==> config.mk <==
export PLATFORM = sky130hd
export DESIGN_NAME = lci_mul
export DESIGN_NICKNAME = d
export VERILOG_FILES = /design/src/rtl/core/lci_pkg.sv /design/src/rtl/core/lci_mul.sv
export SDC_FILE = /design/constraint.sdc
export NUM_CORES = 2
export LEC_CHECK = 0
export ABC_AREA = 0
export BUFFER_PORTS_ARGS = -buffer_cell sky130_fd_sc_hd__buf_4
export CORE_ASPECT_RATIO = 2
export CORE_MARGIN = 3
export CORE_UTILIZATION = 40
export CTS_CLUSTER_SIZE = 28
export DETAILED_ROUTE_END_ITERATION = 12
export GPL_ROUTABILITY_DRIVEN = 0
export PLACE_DENSITY = 0.61
export SKIP_LAST_GASP = 1
export SLEW_MARGIN = 20
export SYNTH_ARGS = -nofsm -noshare
export SYNTH_HDL_FRONTEND = slang
export SYNTH_SLANG_ARGS = --single-unit
==> constraint.sdc <==
create_clock -name clock -period 9.87 [get_ports clock]
set_input_delay 1.4805 -clock clock [delete_from_list [all_inputs] [get_ports clock]]
set_output_delay 1.4805 -clock clock [all_outputs]
set_load 0.02 [all_outputs]
==> src/rtl/core/lci_pkg.sv <==
// Shared types and constants of the line and circle intersection core.
package lci_pkg;

   // Control word that travels with each request down the pipeline.
   typedef struct packed {
      logic valid;
      logic hit;
   } ctl_type;

   // Operand slice width of the pipelined multipliers.
   localparam int unsigned MUL_CHUNK = 32;

endpackage

==> src/rtl/core/lci_mul.sv <==
// Two stage unsigned multiplier built from 32 by 32 bit partial products.
module lci_mul #(
   parameter int AW = 32,
   parameter int BW = 32
) (
   input  logic               clock,
   input  logic [AW-1:0]      a,
   input  logic [BW-1:0]      b,
   output logic [AW+BW-1:0]   p
);
   import lci_pkg::*;

   localparam int CW = MUL_CHUNK;
   localparam int NA = (AW + CW - 1) / CW;
   localparam int NB = (BW + CW - 1) / CW;
   localparam int PW = (NA + NB) * CW;

   logic [NA*CW-1:0] a_pad;
   logic [NB*CW-1:0] b_pad;
   logic [2*CW-1:0]  pp_ff [NA*NB];
   logic [PW-1:0]    sum_in;
   logic [AW+BW-1:0] p_ff;

   assign a_pad = (NA*CW)'(a);
   assign b_pad = (NB*CW)'(b);

   always_comb begin
      sum_in = '0;
      for (int i = 0; i < NA; i++) begin
         for (int j = 0; j < NB; j++) begin
            sum_in = sum_in + (PW'(pp_ff[i*NB+j]) << ((i + j) * CW));
         end
      end
   end

   always_ff @(posedge clock) begin
      for (int i = 0; i < NA; i++) begin
         for (int j = 0; j < NB; j++) begin
            pp_ff[i*NB+j] <= (2*CW)'(a_pad[i*CW +: CW]) * (2*CW)'(b_pad[j*CW +: CW]);
         end
      end
      p_ff <= sum_in[AW+BW-1:0];
   end

   assign p = p_ff;

endmodule

# Word-level counts from Yosys, hierarchy flattened
# Memories as Yosys holds them, arrays and structs flattened. A register that Yosys moved wholly into a read port is not among the register bits.
# Cells that the tools add are included.
# Widths: inputs -> output; s select.
[totals]
ff_bits = 0
ram_bits = 64
inputBits = 65
out_inout_bits = 64
wordCells = 2
memories = 1
[mem_list]
columns = ["memory", "words", "word_bits", "rd", "rd_ports_with_merged_regs", "write_ports", "line_no", "rtl"]
rows = [
  ["pp_ff", 1, 64, 1, 1, 1, "lci_mul.sv:20", "logic [2*CW-1:0] pp_ff [NA*NB];"],
]
[classes]
mul = 1
[ops]
columns = ["cell", "count"]
rows = [
  ["$mul 32x32->64", 1],
]

# Depth between registers and ports, before layout
[logic_depth]
depth_word = 1
depth_mapped = 29
ltp_nobuf = 28

# Least setup slack after synthesis
# OpenSTA, ideal clock, no wires.
[synth_timing]
path_kind = "input to register"
start = "input b[9]"
end = "memory pp_ff[0][60] (netlist name)"
setup_time_ns = 0.123
arrival_ns = 8.540
t_required_ns = 9.747
path_slack_ns = 1.207
path_stages = 26
path_buffers = 1
cell_sequence = "clkbuf_1 nand2_1 fa_1 inv_1 fa_1 inv_1 fa_1 inv_1 fa_1 fa_1 fa_1 fa_1 inv_1 fa_1 inv_1 ha_1 and3_1 and3_2 and2_4 a2111o_1 a32oi_1 a31oi_1 a221o_1 a221oi_1 o21ai_1 xor2_1"
[synth_via]
elab_chain_len = 1
[synth_rtl]
columns = ["element", "line_no", "rtl"]
rows = [
  ["start: declaration", "lci_mul.sv:8", "input logic [BW-1:0] b,"],
  ["$mul 32x32->64", "lci_mul.sv:39", "pp_ff[i*NB+j] <= (2*CW)'(a_pad[i*CW +: CW]) * (2*CW)'(b_pad[j*CW +: CW]);"],
  ["end: declaration", "lci_mul.sv:20", ""],
]
# No other way between the ends.

# Final worst setup path
# Ends and elaborated chain as after synthesis.

==> flow_summary.json <==
{
  "status": "finished clean",
  "layout_min_cycle_time_ns": 9.19,
  "holdPathStages": 0,
  "first_pass_iters": 5,
  "cts_buffer_depth": 2,
  "r2r_end": "p[56]",
  "post-dp-hpwl_mm": 89.3,
  "dpl_cell_area_sq_mm": 0.0378,
  "grt_usage_pct": 24.3,
  "antenna_left": 0,
  "vias": 25620,
  "endpoint_kind": "flop",
  "syn_to_final_growth_pct": 7.27,
  "final_cells": 4964,
  "post_cts_resized": 0,
  "gr-total-overflow": 0,
  "hp-class": "reg2reg",
  "die_y_um": 429,
  "critPathKind": "in2reg",
  "placed_cells": 4932,
  "start_kind": "primary input",
  "setup_viol": 0,
  "clkLatencyLatePin_ns": 0.51,
  "numClockSinks": 128,
  "antenna_cells": 0,
  "tns_ns": 0,
  "cts_buffers": 17,
  "worst_clock_skew_ns": 0.00668,
  "drive_above_1_share_pct": 6.22,
  "final_cell_mix": "fa_1, inv_1, and2_1, nand2_1, ha_1",
  "nets": 5005,
  "dieArea_sq_mm": 0.0934,
  "cts_tree": "built",
  "fillers": 8665,
  "drv_cap": 0,
  "synthDistinctLibCells": 71,
  "r2r-start": "pp_ff[0][56]",
  "holdPathEnd": "p[31]",
  "wl_mm": 108,
  "slew_headroom_pct": 35.9,
  "grt_max_degree": 33,
  "crit_fanout": 32,
  "grt_pass1_vias": 29612,
  "port_buffers": 128,
  "drc_errors": 0,
  "core_sq_mm": 0.0884,
  "die_w_um": 218,
  "cts-root-buf": "clkbuf_16",
  "synth_seq_cells": 128,
  "rsz0062_at_grt": "false",
  "core.rowCount": 154,
  "yosysSeqAreaShare_pct": 7.15,
  "cp_data_required_time_ns": 10.26,
  "layout_commonest_cell": "fa_1",
  "regArea_sq_mm": 0.00256,
  "grt_pass1_wl_mm": 168,
  "ys.flop_type": "dfxtp_1",
  "crit_start": "b[9]",
  "start_util_pct": 40.5,
  "avgSynthCellArea_sq_um": 9.45,
  "hold_buffers": 0,
  "fin_crit_sh_pct": 93.1,
  "tightestPinTransition_ns": 0.937,
  "max_freq_mhz": 109,
  "drt_iter0_drc": 1227,
  "ios": 129,
  "vias_per_cell": 5.16,
  "synth-edff-count": 0,
  "syn-instance-count": 3791,
  "rrSetupSlack_ns": 9.37,
  "drv_slew": 0,
  "yosysWarnings": 0,
  "post-route-cell-area_sq_mm": 0.0384,
  "clkSlewWorstSetupHoldPaths_ns": 0.06,
  "rr_worst_depth": 0,
  "cts.htree.levels": 4,
  "multi_input_area_sq_mm": 0.0291,
  "cp.arrival_ns": 9.57,
  "routedWlPerCell_um": 21.8,
  "syn-num-nets": 5015,
  "async_reset_ff_share_pct": 0,
  "antenna_found_initial": 4,
  "hold_viol": 0,
  "holdCritStartpoint": "pp_ff[0][31]",
  "synthesis.area_sq_mm": 0.0358,
  "post_cts_buffers": 0
}
-- layer usage --
metal / GRT usage (%) / share of wire (%) / vias up / wire (um)
li1: - / - / 10929 / -
met5: 0 / 0.022 / - / 24
met2: 46.5 / 56 / 772 / 60900
met4: 21.0 / 11 / 4 / 11400
met1: 21.9 / 29 / 13507 / 31800
met3: 3.30 / 3.6 / 408 / 3940
-- synthesized netlist by cell type (2+ instances only) --
| cell type | count | area [sq um] |
|---|---|---|
| o31ai_1 | 2 | 15.0 |
| nor2b_1 | 3 | 18.8 |
| o21ai_1 | 4 | 20.0 |
| inv_1 | 861 | 3230 |
| dfxtp_1 | 128 | 2560 |
| clkbuf_8 | 3 | 41.3 |
| o21bai_1 | 9 | 67.6 |
| nor3_1 | 7 | 35.0 |
| a211o_1 | 2 | 17.5 |
| a31oi_1 | 15 | 93.8 |
| nand4_1 | 18 | 113 |
| xor2_1 | 27 | 236 |
| a21oi_1 | 65 | 325 |
| a211oi_1 | 4 | 30.0 |
| and3_1 | 8 | 50.1 |
| nor2_1 | 31 | 116 |
| o21ai_0 | 36 | 180 |
| fa_1 | 896 | 17900 |
| nand2_1 | 473 | 1780 |
| xnor2_1 | 35 | 307 |
| buf_4 | 4 | 30.0 |
| clkbuf_1 | 204 | 766 |
| and2_1 | 599 | 3750 |
| a221oi_1 | 2 | 17.5 |
| ha_1 | 263 | 3290 |
| nand2b_1 | 3 | 18.8 |
| o21a_1 | 4 | 30.0 |
| a21o_2 | 2 | 17.5 |
| nand3_1 | 10 | 50.1 |
| a21o_1 | 32 | 240 |
-- worst max-delay path, stage by stage --
cell and delay [ns]:
buf_4 0.34, and2_1 0.22, fa_1 0.45, fa_1 0.59
inv_1 0.07, fa_1 0.45, fa_1 0.54, inv_1 0.06
fa_1 0.67, fa_1 0.47, fa_1 0.51, inv_1 0.05
fa_1 0.48, inv_1 0.04, ha_1 0.37, and3_1 0.19
and3_2 0.23, and2_4 0.17, a2111o_1 0.39, a32oi_1 0.16
buf_4 0.17, a31oi_1 0.22, a221o_1 0.46, a221oi_1 0.46
o21ai_1 0.13, xor2_1 0.15
-- sequential cells by signal, indices dropped and copies added, names as in the netlist --
| name | flops |
|---|---|
| p | 64 |
| pp_ff | 64 |
-- cell families (layout without fill, tap and decap cells) --
logic type / count (synthesis) / in the layout / synth area share (%)
buffers and inverters: 1075 / 1078 / 11.5
and+or+nand+nor: 1164 / 1164 / 16.8
xor gates and xnor gates: 62 / 62 / 1.52
DFF: 128 / 128 / 7.15
muxes: 1 / 1 / 0.0279
adders and majority gates: 1159 / 1159 / 59.3
AOI/OAI and AO/OA: 202 / 202 / 3.71
-- per-stage QoR --
| stage | utilization [%] | hold slack [ns] | worst slack (ns) |
|---|---|---|---|
| after floorplan | - | 0.310 | 1.21 |
| after global routing | 43.4 | 0.329 | 0.484 |
| after detailed placement | 42.7 | 0.312 | 0.176 |
| after CTS | 43.4 | 0.326 | 0.731 |
| final | 43.4 | 0.324 | 0.685 |
| after global placement | 42.7 | 0.310 | 0.185 |
-- how the worst max path moves through the flow --
stage	to	slack, ns	cells after the start
2_1_floorplan	pp_ff[0][60]	1.21	26
3_3_place_gp	pp_ff[0][60]	0.19	27
3_5_place_dp	pp_ff[0][60]	0.18	26
4_1_cts	pp_ff[0][60]	0.73	26
5_1_grt	pp_ff[0][60]	0.48	27
6_report	pp_ff[0][60]	0.68	26
-- cell type report --
cell class,instances,share of cell area (%)
multi-input combinational,2588,75.8
clock buffer,18,1.14
timing repair buffer,185,3.68
clock inverter,14,0.466
tap,1170,3.81
sequential,128,6.67
inverter,861,8.41
Power is not shown: default switching activity piles up to over one toggle a cycle in this logic, so the estimate is an artifact.
